--- config.mk ---
export PLATFORM = sky130hd
export DESIGN_NAME = rgb_to_hsv_pixel_top_flat
export DESIGN_NICKNAME = d
export VERILOG_FILES = /design/src/hw/rtl/rgbhsv_pkg.sv /design/src/hw/rtl/rgbhsv_pix_if.sv /design/src/hw/rtl/rgbhsv_hsv_if.sv /design/src/hw/rtl/rgbhsv_front.sv /design/src/hw/rtl/rgbhsv_div.sv /design/src/hw/rtl/rgbhsv_pixel_top.sv /design/src/flat_wrapper.sv
export SDC_FILE = /design/constraint.sdc
export NUM_CORES = 1
export LEC_CHECK = 0
export BUFFER_PORTS_ARGS = -buffer_cell sky130_fd_sc_hd__buf_4
export CELL_PAD_IN_SITES_DETAIL_PLACEMENT = 2
export CELL_PAD_IN_SITES_GLOBAL_PLACEMENT = 2
export CORE_ASPECT_RATIO = 1.2
export CORE_MARGIN = 2
export CORE_UTILIZATION = 30
export CTS_CLUSTER_SIZE = 20
export DETAILED_ROUTE_END_ITERATION = 16
export PLACE_DENSITY_LB_ADDON = 0.1
export SKIP_LAST_GASP = 1
export SLEW_MARGIN = 25
export SYNTH_ARGS = -nofsm -noshare
export SYNTH_HDL_FRONTEND = slang
export SYNTH_HIERARCHICAL = 1
export SYNTH_SLANG_ARGS = --single-unit
export TNS_END_PERCENT = 20
--- constraint.sdc ---
create_clock -name i_clk -period 16.4 [get_ports i_clk]
set_input_delay 1.64 -clock i_clk [delete_from_list [all_inputs] [get_ports i_clk]]
set_output_delay 1.64 -clock i_clk [all_outputs]
set_load 0.01 [all_outputs]
--- src/hw/rtl/rgbhsv_pkg.sv ---
// Shared widths, constants and types of the RGB to HSV pixel converter.
package rgbhsv_pkg;

    localparam int CH_W   = 8;
    localparam int HUE_W  = 9;
    localparam int PCT_W  = 7;
    localparam int NUM_W  = 15;
    localparam int Q_W    = 7;
    localparam int NSTAGE = Q_W + 2;

    localparam logic [NUM_W-1:0] HUE_SCALE = NUM_W'(60);
    localparam logic [NUM_W-1:0] PCT_SCALE = NUM_W'(100);
    localparam logic [CH_W-1:0]  CH_FULL   = CH_W'(255);

    localparam logic [HUE_W-1:0] OFS_RED   = HUE_W'(360);
    localparam logic [HUE_W-1:0] OFS_GREEN = HUE_W'(120);
    localparam logic [HUE_W-1:0] OFS_BLUE  = HUE_W'(240);

    typedef enum logic [1:0] {
        SEL_RED,
        SEL_GREEN,
        SEL_BLUE
    } t_hue_sel;

    typedef struct packed {
        t_hue_sel sel;
        logic     neg;
        logic     grey;
        logic     black;
    } t_side;

    typedef struct packed {
        logic [NUM_W-1:0] hnum;
        logic [CH_W-1:0]  diff;
        logic [NUM_W-1:0] snum;
        logic [CH_W-1:0]  mx;
        logic [NUM_W-1:0] vnum;
        t_side            side;
    } t_front;

endpackage

--- src/hw/rtl/rgbhsv_pix_if.sv ---
// Pixel input channel: valid, ready and the three colour channels.
interface rgbhsv_pix_if;
    import rgbhsv_pkg::*;

    logic            valid;
    logic            ready;
    logic [CH_W-1:0] red;
    logic [CH_W-1:0] green;
    logic [CH_W-1:0] blue;

    modport source (output valid, output red, output green, output blue, input ready);
    modport sink (input valid, input red, input green, input blue, output ready);
endinterface

--- src/hw/rtl/rgbhsv_hsv_if.sv ---
// Result output channel: valid, ready, hue, saturation and brightness.
interface rgbhsv_hsv_if;
    import rgbhsv_pkg::*;

    logic             valid;
    logic             ready;
    logic [HUE_W-1:0] hue;
    logic [PCT_W-1:0] saturation;
    logic [PCT_W-1:0] brightness;

    modport source (output valid, output hue, output saturation, output brightness,
                    input ready);
    modport sink (input valid, input hue, input saturation, input brightness,
                  output ready);
endinterface

--- src/hw/rtl/rgbhsv_front.sv ---
// First stage: maximum, minimum, hue sector and the scaled numerators.
module rgbhsv_front (
    input  logic                          i_clk,
    input  logic                          i_en,
    input  logic [rgbhsv_pkg::CH_W-1:0]   i_red,
    input  logic [rgbhsv_pkg::CH_W-1:0]   i_green,
    input  logic [rgbhsv_pkg::CH_W-1:0]   i_blue,
    output rgbhsv_pkg::t_front            o_front
);
    import rgbhsv_pkg::*;

    logic [CH_W-1:0] mx;
    logic [CH_W-1:0] mn;
    logic [CH_W-1:0] pa;
    logic [CH_W-1:0] pb;
    logic [CH_W-1:0] mag;
    t_front          n_front;
    t_front          r_front;

    always_comb begin
        mx = i_red;
        mn = i_red;
        if (i_green > mx) mx = i_green;
        if (i_blue > mx)  mx = i_blue;
        if (i_green < mn) mn = i_green;
        if (i_blue < mn)  mn = i_blue;

        if (mx == i_red) begin
            n_front.side.sel = SEL_RED;
            pa = i_green;
            pb = i_blue;
        end else if (mx == i_green) begin
            n_front.side.sel = SEL_GREEN;
            pa = i_blue;
            pb = i_red;
        end else begin
            n_front.side.sel = SEL_BLUE;
            pa = i_red;
            pb = i_green;
        end

        n_front.side.neg   = pb > pa;
        mag                = n_front.side.neg ? (pb - pa) : (pa - pb);
        n_front.diff       = mx - mn;
        n_front.mx         = mx;
        n_front.hnum       = NUM_W'(mag) * HUE_SCALE;
        n_front.snum       = NUM_W'(n_front.diff) * PCT_SCALE;
        n_front.vnum       = NUM_W'(mx) * PCT_SCALE;
        n_front.side.grey  = n_front.diff == '0;
        n_front.side.black = mx == '0;
    end

    always_ff @(posedge i_clk) begin
        if (i_en) begin
            r_front <= n_front;
        end
    end

    assign o_front = r_front;
endmodule

--- src/hw/rtl/rgbhsv_div.sv ---
// Pipelined restoring divider giving one quotient bit per stage.
module rgbhsv_div (
    input  logic                          i_clk,
    input  logic [rgbhsv_pkg::Q_W-1:0]    i_en,
    input  logic [rgbhsv_pkg::NUM_W-1:0]  i_num,
    input  logic [rgbhsv_pkg::CH_W-1:0]   i_den,
    output logic [rgbhsv_pkg::Q_W-1:0]    o_quot,
    output logic [rgbhsv_pkg::CH_W-1:0]   o_rem
);
    import rgbhsv_pkg::*;

    logic [NUM_W-1:0] r_rem [Q_W];
    logic [CH_W-1:0]  r_den [Q_W];
    logic [Q_W-1:0]   r_q   [Q_W];
    logic [NUM_W-1:0] n_rem [Q_W];
    logic [CH_W-1:0]  n_den [Q_W];
    logic [Q_W-1:0]   n_q   [Q_W];
    logic [NUM_W-1:0] rem_in [Q_W];
    logic [NUM_W-1:0] shifted [Q_W];

    always_comb begin
        for (int k = 0; k < Q_W; k++) begin
            if (k == 0) begin
                rem_in[k] = i_num;
                n_den[k]  = i_den;
                n_q[k]    = '0;
            end else begin
                rem_in[k] = r_rem[k-1];
                n_den[k]  = r_den[k-1];
                n_q[k]    = r_q[k-1];
            end
            shifted[k] = NUM_W'(n_den[k]) << (Q_W - 1 - k);
            n_rem[k]   = rem_in[k];
            if (rem_in[k] >= shifted[k]) begin
                n_rem[k]              = rem_in[k] - shifted[k];
                n_q[k][Q_W - 1 - k]   = 1'b1;
            end
        end
    end

    always_ff @(posedge i_clk) begin
        for (int k = 0; k < Q_W; k++) begin
            if (i_en[k]) begin
                r_rem[k] <= n_rem[k];
                r_den[k] <= n_den[k];
                r_q[k]   <= n_q[k];
            end
        end
    end

    assign o_quot = r_q[Q_W-1];
    assign o_rem  = r_rem[Q_W-1][CH_W-1:0];
endmodule

--- src/hw/rtl/rgbhsv_pixel_top.sv ---
// Top level of the RGB to HSV pixel converter: stage control and result stage.
// One pixel enters per clock while the first stage is empty or moving on. Its result is
// offered on the output from the ninth register stage. One stage finds the
// extremes and numerators. Seven divider stages each settle one quotient bit for hue
// and saturation in parallel. Value, a division by the constant 255, is formed by
// shift and add in the first of those stages and carried along. A final stage applies
// the hue sector offset into the output register. Each stage moves on whenever the
// stage after it is empty or moving, so a stalled output only holds the items that
// are already queued behind it and empty stages keep filling.
module rgb_to_hsv_pixel_top (
    input  logic          i_clk,
    input  logic          i_rst_n,
    rgbhsv_pix_if.sink    i_pix,
    rgbhsv_hsv_if.source  o_hsv
);
    import rgbhsv_pkg::*;

    logic [NSTAGE-1:0] r_vld;
    logic [NSTAGE:0]   en;
    t_front            front;
    t_side             r_side [1:Q_W];
    logic [PCT_W-1:0]  r_vpipe [1:Q_W];
    logic [NUM_W-1:0]  vsum;
    logic [PCT_W-1:0]  n_val;
    logic [Q_W-1:0]    hq;
    logic [CH_W-1:0]   hrem;
    logic [Q_W-1:0]    sq;
    logic [CH_W-1:0]   srem;
    logic [Q_W-1:0]    qc;
    logic [HUE_W-1:0]  n_hue;
    logic [PCT_W-1:0]  n_sat;
    logic [HUE_W-1:0]  r_hue;
    logic [PCT_W-1:0]  r_sat;
    logic [PCT_W-1:0]  r_val;
    t_side             bs;

    always_comb begin
        en[NSTAGE] = o_hsv.ready;
        for (int i = NSTAGE - 1; i >= 0; i--) begin
            en[i] = !r_vld[i] || en[i+1];
        end
    end

    always_ff @(posedge i_clk) begin
        if (!i_rst_n) begin
            r_vld <= '0;
        end else begin
            if (en[0]) begin
                r_vld[0] <= i_pix.valid;
            end
            for (int i = 1; i < NSTAGE; i++) begin
                if (en[i]) begin
                    r_vld[i] <= r_vld[i-1];
                end
            end
        end
    end

    rgbhsv_front u_front (
        .i_clk   (i_clk),
        .i_en    (en[0]),
        .i_red   (i_pix.red),
        .i_green (i_pix.green),
        .i_blue  (i_pix.blue),
        .o_front (front)
    );

    rgbhsv_div u_div_hue (
        .i_clk  (i_clk),
        .i_en   (en[Q_W:1]),
        .i_num  (front.hnum),
        .i_den  (front.diff),
        .o_quot (hq),
        .o_rem  (hrem)
    );

    rgbhsv_div u_div_sat (
        .i_clk  (i_clk),
        .i_en   (en[Q_W:1]),
        .i_num  (front.snum),
        .i_den  (front.mx),
        .o_quot (sq),
        .o_rem  (srem)
    );

    // Division by 255 of the value numerator, at most 25500, is exact as (x + x/256 + 1) / 256.
    always_comb begin
        vsum  = front.vnum + (front.vnum >> CH_W) + NUM_W'(1);
        n_val = PCT_W'(vsum >> CH_W);
    end

    always_ff @(posedge i_clk) begin
        if (en[1]) begin
            r_side[1]  <= front.side;
            r_vpipe[1] <= n_val;
        end
        for (int k = 2; k <= Q_W; k++) begin
            if (en[k]) begin
                r_side[k]  <= r_side[k-1];
                r_vpipe[k] <= r_vpipe[k-1];
            end
        end
    end

    // A negative hue difference is floored, so an inexact quotient grows by one.
    always_comb begin
        bs    = r_side[Q_W];
        qc    = hq + Q_W'(hrem != '0 || srem == '1 && 1'b0);
        n_hue = '0;
        case (bs.sel)
            SEL_RED:   n_hue = bs.neg ? (OFS_RED - HUE_W'(qc)) : HUE_W'(hq);
            SEL_GREEN: n_hue = bs.neg ? (OFS_GREEN - HUE_W'(qc))
                                      : (OFS_GREEN + HUE_W'(hq));
            SEL_BLUE:  n_hue = bs.neg ? (OFS_BLUE - HUE_W'(qc))
                                      : (OFS_BLUE + HUE_W'(hq));
            default:   n_hue = '0;
        endcase
        if (bs.grey) begin
            n_hue = '0;
        end
        n_sat = bs.black ? '0 : PCT_W'(sq);
    end

    always_ff @(posedge i_clk) begin
        if (en[NSTAGE-1]) begin
            r_hue <= n_hue;
            r_sat <= n_sat;
            r_val <= r_vpipe[Q_W];
        end
    end

    assign i_pix.ready      = en[0];
    assign o_hsv.valid      = r_vld[NSTAGE-1];
    assign o_hsv.hue        = r_hue;
    assign o_hsv.saturation = r_sat;
    assign o_hsv.brightness = r_val;
endmodule
--- src/flat_wrapper.sv ---
// flat-port wrapper written by rule: the top's interface ports become plain ports
module rgb_to_hsv_pixel_top_flat import rgbhsv_pkg::*;
  (i_clk, i_rst_n, i_pix_valid, i_pix_red, i_pix_green, i_pix_blue, i_pix_ready, o_hsv_valid, o_hsv_hue, o_hsv_saturation, o_hsv_brightness, o_hsv_ready);
  rgbhsv_pix_if i_pix_i ();
  rgbhsv_hsv_if o_hsv_i ();
  input  logic i_clk;
  input  logic i_rst_n;
  input wire logic [$bits(i_pix_i.valid)-1:0] i_pix_valid;
  input wire logic [$bits(i_pix_i.red)-1:0] i_pix_red;
  input wire logic [$bits(i_pix_i.green)-1:0] i_pix_green;
  input wire logic [$bits(i_pix_i.blue)-1:0] i_pix_blue;
  output wire logic [$bits(i_pix_i.ready)-1:0] i_pix_ready;
  output wire logic [$bits(o_hsv_i.valid)-1:0] o_hsv_valid;
  output wire logic [$bits(o_hsv_i.hue)-1:0] o_hsv_hue;
  output wire logic [$bits(o_hsv_i.saturation)-1:0] o_hsv_saturation;
  output wire logic [$bits(o_hsv_i.brightness)-1:0] o_hsv_brightness;
  input wire logic [$bits(o_hsv_i.ready)-1:0] o_hsv_ready;
  assign i_pix_i.valid = i_pix_valid;
  assign i_pix_i.red = i_pix_red;
  assign i_pix_i.green = i_pix_green;
  assign i_pix_i.blue = i_pix_blue;
  assign i_pix_ready = i_pix_i.ready;
  assign o_hsv_valid = o_hsv_i.valid;
  assign o_hsv_hue = o_hsv_i.hue;
  assign o_hsv_saturation = o_hsv_i.saturation;
  assign o_hsv_brightness = o_hsv_i.brightness;
  assign o_hsv_i.ready = o_hsv_ready;
  rgb_to_hsv_pixel_top u_core (.i_clk(i_clk), .i_rst_n(i_rst_n), .i_pix(i_pix_i), .o_hsv(o_hsv_i));
endmodule
==> summary.md, run 1 <==
| Metric | Value |
|---|---|
| Clock skew | 31.3 ps |
| CP Launch Type | input port |
| CP Launch Point | i_pix_red[3] |
| Buf/Inv on CP | 6 |
| I/O pins | between 50 and 60 |
| Routability Congestion | 0.857 |
| Synth Instances | 2485 |
| Max cap viols | 0 |
| Vias in the first global route | 21.4k |
| Min-delay src | u_core/r_vpipe[3][1]$_DFFE_PP_ |
| # fillers | 10.2k |
| Critical Path RT | 16740 ps |
| CP max stage cell | fa_1 |
| Crit path max-delay family | compound AO/OA/AOI/OAI gates |
| Worst-path maximum fanout | 32 |
| Mapped cell area | 29400 um2 |
| Nets | 2871 |
| Initial DRC Count | between 600 and 700 |
| Critical Path Max Stage Delay | 600 ps |
| Antenna Diode Count | 0 |
| Worst path arrival time | ~12000 ps |
| CP dominant cell by count | a21oi_1 |
| Resize count post-CTS | 0 |
| DRC Markers | 0 |
| Area delta synth->final | 12.8% |
| Avg Cell Area, Syn | approximately 12 um2 |
| CTS Sinks | about 510 |
| Period minus WS final | roughly 11000 ps |
| CTS Buf Count | 54 |
| CTS max path bufs | 3 |
| Setup violations, final | 0 |
| Crit Path Class | input port to flip-flop |
| RSZ-0062 raised after global routing | no |
| Slew Limit Headroom | 0.358 |
| First-pass GRT wire length | 116000 um |
| Clk_lat worst skew | 610 ps |
| Hold buffers post-CTS | 0 |
| Vias per cell | just under 5 |
| CORE AREA | 97000 um2 |
| Fin. max-slew vios | 0 |
| Post-DP HPWL | 58100 um |
| Vias | 18.9k |
| I/O Buffers | 52 |
| Final wirelength | between 70000 and 80000 um |
| Routed Antenna Nets | 0 |
| Largest net degree at the start of global routing | 71 |
| Pre-Repair DR Iteration Count | 4 |
| Height of the chip | around 350 um |
| Fmax achieved | 0.0874 GHz |
| Status | completed |
| DR WL/cell | 18.6 um |
| H-tree levels | 2 |
| Post-route setup TNS | 0 ps |
| # Post-CTS Setup Buffers | 0 |
| Die footprint | between 100000 and 150000 um2 |
| Final Cycle Share | 0.698 |
| Clock root cell | clkbuf_16 |
| Synth Warn # | 6 |
| Measured slew at the worst slew-check pin | 955 ps |
| Initial antenna violation count | 2 |
| CTS tree | built |
| Crit path capture type | flip-flop |
| Die Width | a little under 300 um |
| Share of layout cells above drive strength 1 | 0.0977 |
| Total congestion overflow | 0 |
| Clock transition at path regs | 60 ps |
| Total Routing Usage GR | 0.144 |
| Hold Crit Class | flip-flop to flip-flop |
| Reg-to-reg startpoint | u_core/u_div_hue/r_rem[6][5]$_DFFE_PP_ |
| Initial Utilization | 0.304 |
| Core Rows | 125 |
| Final hold viol count | 0 |
-- final cells by class --
type	count	area [um2]	share of cell area
Multi-Input combinational cell	1643	12900	0.388
Inverter	280	1050	0.0317
Clock inverter	40	576	0.0173
Sequential cell	509	15200	0.458
Timing Repair Buffer	68	510	0.0154
Tap cell	1270	1590	0.0479
Clock buffer	59	1390	0.0419
-- per-stage QoR --
stage / worst slack (ps) / hold slack (ps) / cells / instance area, um2 / util
6_report: 4960 / 394 / 3869 / 33200 / 0.342
5_1_grt: 4050 / 427 / 3869 / 33200 / 0.342
4_1_cts: 4970 / 398 / 3869 / 33200 / 0.342
3_5_place_dp: 4320 / 406 / 3770 / 31200 / 0.322
3_3_place_gp: 4710 / 403 / 3770 / 31200 / 0.322
2_1_floorplan: 5970 / 400 / 2491 / 29500 / -
-- final timing paths --
check                                         endpoint  slack (ps)  cells after the start
hold / removal          u_core/r_vpipe[4][1]$_DFFE_PP_         390                      0
hold reg to reg         u_core/r_vpipe[4][1]$_DFFE_PP_         390                      0
setup / recovery  u_core/u_front/o_front[64]$_DFFE_PP_        4960                     39
setup reg to reg     u_core/o_hsv.hue[6]$_SDFFCE_PP0P_       12770                     12
-- cell usage in the layout, fill, tap and decap left out, types with 13 or more instances in the layout --
master	count
edfxtp_1	500
inv_1	272
ha_1	253
a21oi_1	153
nor2_1	148
nand2_1	114
o21ai_0	100
xnor2_1	82
buf_4	68
mux2i_1	58
xor2_1	57
clkbuf_16	55
nor3_1	53
nor2b_1	45
o21a_1	44
mux2_2	34
fa_1	34
nand3_1	33
a21o_1	29
nand2b_1	26
o31ai_1	24
nor4_1	23
o21bai_1	21
nand4_1	20
a211oi_1	18
a21boi_0	16
bufinv_16	14
mux2_4	14
and3_1	13
a31oi_1	13
o31a_1	13
or4_1	13
-- flip-flops by register name (all words and copies together), names as in the netlist --
signal                   flops
u_core/u_div_hue/r_den      48
u_core/u_div_sat/r_rem      90
u_core/o_hsv.saturation      7
u_core/o_hsv.brightness      7
u_core/u_div_hue/r_q        28
u_core/r_side               35
u_core/o_hsv.hue             9
u_core/r_vld                 9
u_core/u_div_sat/r_den      48
u_core/r_vpipe              49
u_core/u_front/o_front      53
u_core/u_div_hue/r_rem      98
u_core/u_div_sat/r_q        28
-- metal layers --
layer / up-vias / GRT usage / share of wire / routed length (um)
li1: 9243 / - / - / -
met5: - / 0 / 0.00025 / 18
met3: 117 / 0.0186 / 0.025 / 1780
met2: 192 / 0.294 / 0.56 / 40600
met4: 4 / 0.0496 / 0.032 / 2330
met1: 9372 / 0.147 / 0.38 / 27400
Power of run 1 is left out: the tool's default activity adds up to more than one toggle a clock period on the data nets, which glitch-free logic cannot reach.
==> run 2, diff against run 1 <==
--- a/config.mk
+++ b/config.mk
@@ -5,6 +5,7 @@
 export SDC_FILE = /design/constraint.sdc
 export NUM_CORES = 1
 export LEC_CHECK = 0
+export ABC_AREA = 1
 export BUFFER_PORTS_ARGS = -buffer_cell sky130_fd_sc_hd__buf_4
 export CELL_PAD_IN_SITES_DETAIL_PLACEMENT = 2
 export CELL_PAD_IN_SITES_GLOBAL_PLACEMENT = 2
==> constraint.sdc (replaced) <==
create_clock -name i_clk -period 10.85 [get_ports i_clk]
set_input_delay 1.085 -clock i_clk [delete_from_list [all_inputs] [get_ports i_clk]]
set_output_delay 1.085 -clock i_clk [all_outputs]
set_load 0.01 [all_outputs]
==> run 2 against run 1 <==
Against the previous run: wire length grew 25%; count of clock-buffer cells in the layout grew 10; critical endpoint unchanged; synthesized area grew 8.6%; register-to-register slack lost 4800 ps; utilization shrank 0.44 points; sequential share of layout area shrank 3.4 points; die area grew 8.5%; synthesized cell count grew 45%; first-iteration DRC count shrank 5.2%.
==> summary.md, run 2 <==
| Metric | Value |
|---|---|
| DR WL/cell | 17.5 um (-5.8%) |
| Fmax achieved | 0.101 GHz |
| Core Rows | 131 (+4.8%) |
| P_leak | 17.2 nW |
| Worst path arrival time | 10230 ps (-1550 ps) |
| Vias | 23.9k (+26%) |
| Reg-to-reg startpoint | u_core/u_div_hue/r_rem[6][5]$_DFFE_PP_ |
| Clock root cell | clkbuf_16 |
| DRC Markers | 0 (unchanged) |
| Seq. cell area | 15200 um2 (unchanged) |
| Routability Congestion | 0.836 (-2.4%) |
| CORE AREA | 106000 um2 (+9.4%) |
| Die Width | 302 um (+4.1%) |
| Synth Warn # | 6 (unchanged) |
| Worst R2R End | u_core/o_hsv.hue[6]$_SDFFCE_PP0P_ |
| Worst R2R Setup Slack | 7980 ps (-4790 ps) |
| # Post-CTS Setup Buffers | 0 (unchanged) |
| Post-route setup TNS | 0 ps (unchanged) |
| Initial Utilization | 0.301 (-0.00216) |
| Crit Path Class | input port to flip-flop |
| Biggest register | u_core/u_div_hue/r_rem |
| Commonest non-fill, non-tap cell in the layout | nand2_1 |
| H-tree levels | 2 (unchanged) |
| # fillers | 11.8k (+15%) |
| Total Routing Usage GR | 0.167 (+0.0232) |
| Worst hold margin | 403 ps (+9.34 ps) |
| CP Launch Type | input port |
| Crit path capture type | flip-flop |
| Initial antenna violation count | 0 (-2) |
| Worst hold path endpoint | u_core/r_side[0][27]$_DFFE_PP_ |
| Post-DP HPWL | 74000 um (+27%) |
| Synth Instances | 3594 (+45%) |
| CP max stage cell | fa_1 |
| Routed Antenna Nets | 0 (unchanged) |
| RSZ-0062 raised after global routing | no |
| Worst-path maximum fanout | 30 (-6.3%) |
| Fin. max-slew vios | 0 (unchanged) |
| I/O Buffers | 52 (unchanged) |
| Clock skew | 25.9 ps (-5.48 ps) |
| Most frequent cells in the layout | nand2_1 (1049), inv_1 (598), edfxtp_1 (500) |
| Clk_lat worst skew | 650 ps (+40 ps) |
| Worst hold path cell count | 0 (unchanged) |
| Mapped cell area | 32000 um2 (+8.6%) |
| Height of the chip | 362 um (+4.2%) |
| Area delta synth->final | 12.1% |
| Pre-Repair DR Iteration Count | 6 (+2) |
| Hold Crit Class | flip-flop to flip-flop |
| CTS Buf Count | 58 (+7.4%) |
| Total congestion overflow | 0 (unchanged) |
| I/O pins | 53 (unchanged) |
| Clock transition at path regs | 60 ps (about the same) |
| CTS Sinks | 509 (unchanged) |
| Power per Cell Area | 367 nW/um2 |
| Slew Limit Headroom | 0.338 (-0.0191) |
| Nets | 3997 (+39%) |
| Period minus WS final | 9850 ps |
| Measured slew at the worst slew-check pin | 992 ps (+37.2 ps) |
| CTS max path bufs | 3 (unchanged) |
| Max cap viols | 0 (unchanged) |
| Final Cycle Share | 0.908 |
| Critical Path RT | 11230 ps (-5510 ps) |
| Multi-input logic area | 14100 um2 (+9.4%) |
| CP dominant cell by count | nand2_1 |
| Largest register FFs | 98 (unchanged) |
| Antenna Diode Count | 0 (unchanged) |
| Final hold viol count | 0 (unchanged) |
| Share of layout cells above drive strength 1 | 0.0912 (-0.00650) |
| Critical Path Max Stage Delay | 600 ps (about the same) |
| Initial DRC Count | 634 (-5.2%) |
| CTS tree | built |
| Worst r2r path cells | 16 (+4) |
| Setup violations, final | 0 (unchanged) |
| Final wirelength | 89800 um (+25%) |
| Vias in the first global route | 27.3k (+27%) |
| Vias per cell | 4.67 (-4.6%) |
| Min-delay src | u_core/r_side[0][22]$_DFFE_PP_ |
| First-pass GRT wire length | 145000 um (+25%) |
| Avg Cell Area, Syn | 8.89 um2 (-25%) |
| Status | completed |
| Peak VDD IR | approximately 170 uV |
| Die footprint | 109000 um2 (+8.5%) |
| Largest net degree at the start of global routing | 69 (-2.8%) |
-- run 2: repair_timing --
| action | 4_1_cts | 5_1_grt |
|---|---|---|
| hold buffers | 0 | 0 |
| resized for setup | 0 | 1 |
| setup endpoints to repair | 0 | 1 |
-- run 2: critical path, delay by kind of cell --
family                     cells  cell delay, ps
adders and majority gates      6            2440
and+or+nand+nor               30            3910
xor gates and xnor gates       1             120
AOI/OAI and AO/OA              8            1200
buffers and inverters          9            1410
-- run 2: area by class of cell --
class                   instances  share of cell area
clock inverters                36              0.0125
multi-input cells            2427               0.393
repair buffers                 65              0.0136
clock buffers                  69              0.0422
inverters                     621              0.0655
well taps                    1396              0.0487
flip-flops and latches        509               0.424
-- run 2: power breakdown --
part	leakage (nW)	internal (mW)	switching, mW
Clock	0.963	1.19	0.829
Sequential	5.37	3.49	0.507
Combinational	10.8	2.56	4.56
Total	17.2	7.24	5.90
-- run 2: metal layers --
metal  GRT usage  up-vias  wire [um]
met1       0.171    11700      34100
met5           0        -          0
met3      0.0187      131       1750
met2       0.342      212      51200
met4      0.0537        0       2780
li1            -    11800          -
-- run 2: how the worst max path moves through the flow --
stage | to | depth (start not counted) | start
after detailed placement | u_core/u_front/o_front[64]$_DFFE_PP_ | 55 | i_pix_red[6]
after floorplan | u_core/u_front/o_front[64]$_DFFE_PP_ | 54 | i_pix_red[7]
after global routing | u_core/u_front/o_front[64]$_DFFE_PP_ | 55 | i_pix_red[6]
final | u_core/u_front/o_front[64]$_DFFE_PP_ | 54 | i_pix_red[6]
after global placement | u_core/u_front/o_front[64]$_DFFE_PP_ | 55 | i_pix_red[6]
after CTS | u_core/u_front/o_front[64]$_DFFE_PP_ | 55 | i_pix_red[6]
-- run 2: per-stage QoR --
stage / instances / total power [mW] / utilization / cell area (um2) / setup slack, ps
4_1_cts: 5123 / 13.5 / 0.338 / 35800 / 892
3_3_place_gp: 5018 / 10.9 / 0.319 / 33900 / 579
3_5_place_dp: 5018 / 11.3 / 0.319 / 33900 / 216
2_1_floorplan: 3600 / 9.12 / - / 32000 / 2410
5_1_grt: 5123 / 14.5 / 0.338 / 35800 / 106
6_report: 5123 / 13.1 / 0.338 / 35800 / 995
Note: power is estimated with default switching activity, not from simulation.
==> run 3, diff against run 2 <==
--- a/config.mk
+++ b/config.mk
@@ -5,7 +5,6 @@
 export SDC_FILE = /design/constraint.sdc
 export NUM_CORES = 1
 export LEC_CHECK = 0
-export ABC_AREA = 1
 export BUFFER_PORTS_ARGS = -buffer_cell sky130_fd_sc_hd__buf_4
 export CELL_PAD_IN_SITES_DETAIL_PLACEMENT = 2
 export CELL_PAD_IN_SITES_GLOBAL_PLACEMENT = 2
==> run 3 against run 2 <==
Against the previous run: register-to-register slack got worse by 690 ps; fmax decreased by 2.9%; via count decreased by 20%; worst setup slack got worse by 290 ps; non-clock buffer count increased by 13; critical path depth decreased by 14; count of clock-buffer cells in the layout unchanged; highest routed layer is now met5.
==> summary.md, run 3 (synthesized netlist as in run 1, its figures left out) <==
| Metric | Value |
|---|---|
| Critical Path Max Stage Delay | 600 ps (about the same) |
| Slew Limit Headroom | 0.390 (+0.0516) |
| H-tree levels | 2 (unchanged) |
| Fin. max-slew vios | 0 (unchanged) |
| Clk_lat worst skew | 610 ps (-40 ps) |
| Commonest non-fill, non-tap cell in the layout | edfxtp_1 |
| Max cap viols | 0 (unchanged) |
| Total congestion overflow | 0 (unchanged) |
| Vias | 19.1k (-20%) |
| # fillers | 10.2k (-14%) |
| Routed Antenna Nets | 0 (unchanged) |
| Place WS | 109 ps (-108 ps) |
| Critical Path RT | 11200 ps (-30 ps) |
| Total Routing Usage GR | 0.143 (-0.0239) |
| Fmax achieved | 0.0986 GHz (-2.9%) |
| Post-route setup TNS | 0 ps (unchanged) |
| CORE AREA | 97000 um2 (-8.6%) |
| CTS tree | built |
| Share of layout cells above drive strength 1 | 0.0981 (+0.00690) |
| Min-delay src | u_core/r_side[0][21]$_DFFE_PP_ |
| Initial DRC Count | 622 (-1.9%) |
| Setup violations, final | 0 (unchanged) |
| Routability Congestion | 0.836 (about the same) |
| Height of the chip | 347 um (-4.0%) |
| Most frequent cells in the layout | edfxtp_1 (500), inv_1 (272), ha_1 (253) |
| Largest register FFs | 98 (unchanged) |
| Area delta synth->final | 12.5% |
| Hold buffers post-CTS | 0 (unchanged) |
| Status | completed |
| Placed cell area | 31300 um2 (-7.5%) |
| # Post-CTS Setup Buffers | 0 (unchanged) |
| I/O Buffers | 52 (unchanged) |
| Clock root cell | clkbuf_16 |
| Initial Utilization | 0.304 (+0.00216) |
| Setup ws final | 704 ps (-291 ps) |
| Worst r2r path cells | 12 (-4) |
| Post-DP HPWL | 57900 um (-22%) |
| Clock skew | 32.0 ps (+6.09 ps) |
| CTS Sinks | 509 (unchanged) |
| Vias in the first global route | 21.6k (-21%) |
| Seq. cell area | 15200 um2 (unchanged) |
| Core Rows | 125 (-4.6%) |
| CP Launch Point | i_pix_red[3] |
| Final instance area | 33100 um2 (-7.6%) |
| CP dominant cell by count | a21oi_1 |
| Clock transition at path regs | 60 ps (about the same) |
| Biggest register | u_core/u_div_hue/r_rem |
| Measured slew at the worst slew-check pin | 907 ps (-85.5 ps) |
| I/O pins | 53 (unchanged) |
| Worst path arrival time | 10500 ps (+270 ps) |
| Final hold viol count | 0 (unchanged) |
| Pre-Repair DR Iteration Count | 4 (-2) |
| Final Cycle Share | 0.935 (+0.0268) |
| CTS Buf Count | 54 (-6.9%) |
| Initial antenna violation count | 1 (+1) |
| First-pass GRT wire length | 116000 um (-20%) |
| Multi-input logic area | 12900 um2 (-8.6%) |
| Worst-path maximum fanout | 18 (-40%) |
| Final wirelength | 72200 um (-20%) |
| Resize count post-CTS | 0 (unchanged) |
| Crit Path Class | input port to flip-flop |
| CP Launch Type | input port |
| Nets | 2881 (-28%) |
| Reg-to-reg startpoint | u_core/u_div_hue/r_rem[6][5]$_DFFE_PP_ |
| Vias per cell | 4.91 (+5.2%) |
| CP max stage cell | fa_1 |
| DR WL/cell | 18.6 um (+6.1%) |
| Largest net degree at the start of global routing | 71 (+2.9%) |
| Crit path capture type | flip-flop |
| Period minus WS final | 10150 ps (+291 ps) |
| RSZ-0062 raised after global routing | no |
| Antenna Diode Count | 0 (unchanged) |
| CTS max path bufs | 3 (unchanged) |
| Die footprint | 101000 um2 (-7.8%) |
| Die Width | 290 um (-4.0%) |
| Worst hold path cell count | 0 (unchanged) |
| Layout Utilization | 0.341 (+0.00344) |
| Hold Crit Class | flip-flop to flip-flop |
| DRC Markers | 0 (unchanged) |
[run 3: per-layer routing]
metal / GRT usage / part of all wire / vias up
met3: 0.0198 / 0.023 / 138
met4: 0.0595 / 0.041 / 2
met5: 0 / 0.00011 / -
met2: 0.286 / 0.55 / 217
met1: 0.146 / 0.39 / 9444
li1: - / - / 9249
[run 3: final cells by class]
class,count,area share
Clock buffer,69,0.0438
Sequential cell,509,0.459
Timing Repair Buffer,78,0.0181
Multi-Input combinational cell,1643,0.389
Tap cell,1270,0.0480
Clock inverter,30,0.0101
Inverter,280,0.0317
[run 3: through the flow]
step	cells	hold slack (ps)
after floorplan	2491	400
after detailed placement	3780	406
after global placement	3780	403
after global routing	3879	409
final	3879	403
after CTS	3879	402
[run 3: final timing paths]
check | end | slack [ps]
setup / recovery | u_core/u_front/o_front[64]$_DFFE_PP_ | 700
hold / removal | u_core/r_side[0][26]$_DFFE_PP_ | 400
hold reg to reg | u_core/r_side[0][26]$_DFFE_PP_ | 400
setup reg to reg | u_core/o_hsv.hue[6]$_SDFFCE_PP0P_ | 7290
[run 3: worst max-delay path: cells and delay by family]
kind                       cells  cell delay, ps
muxes                          3             890
AOI/OAI and AO/OA             17            3900
adders and majority gates      6            2390
xor gates and xnor gates       1             200
and+or+nand+nor                6             840
buffers and inverters          7            1210
Power of run 3 is left out for the same reason.
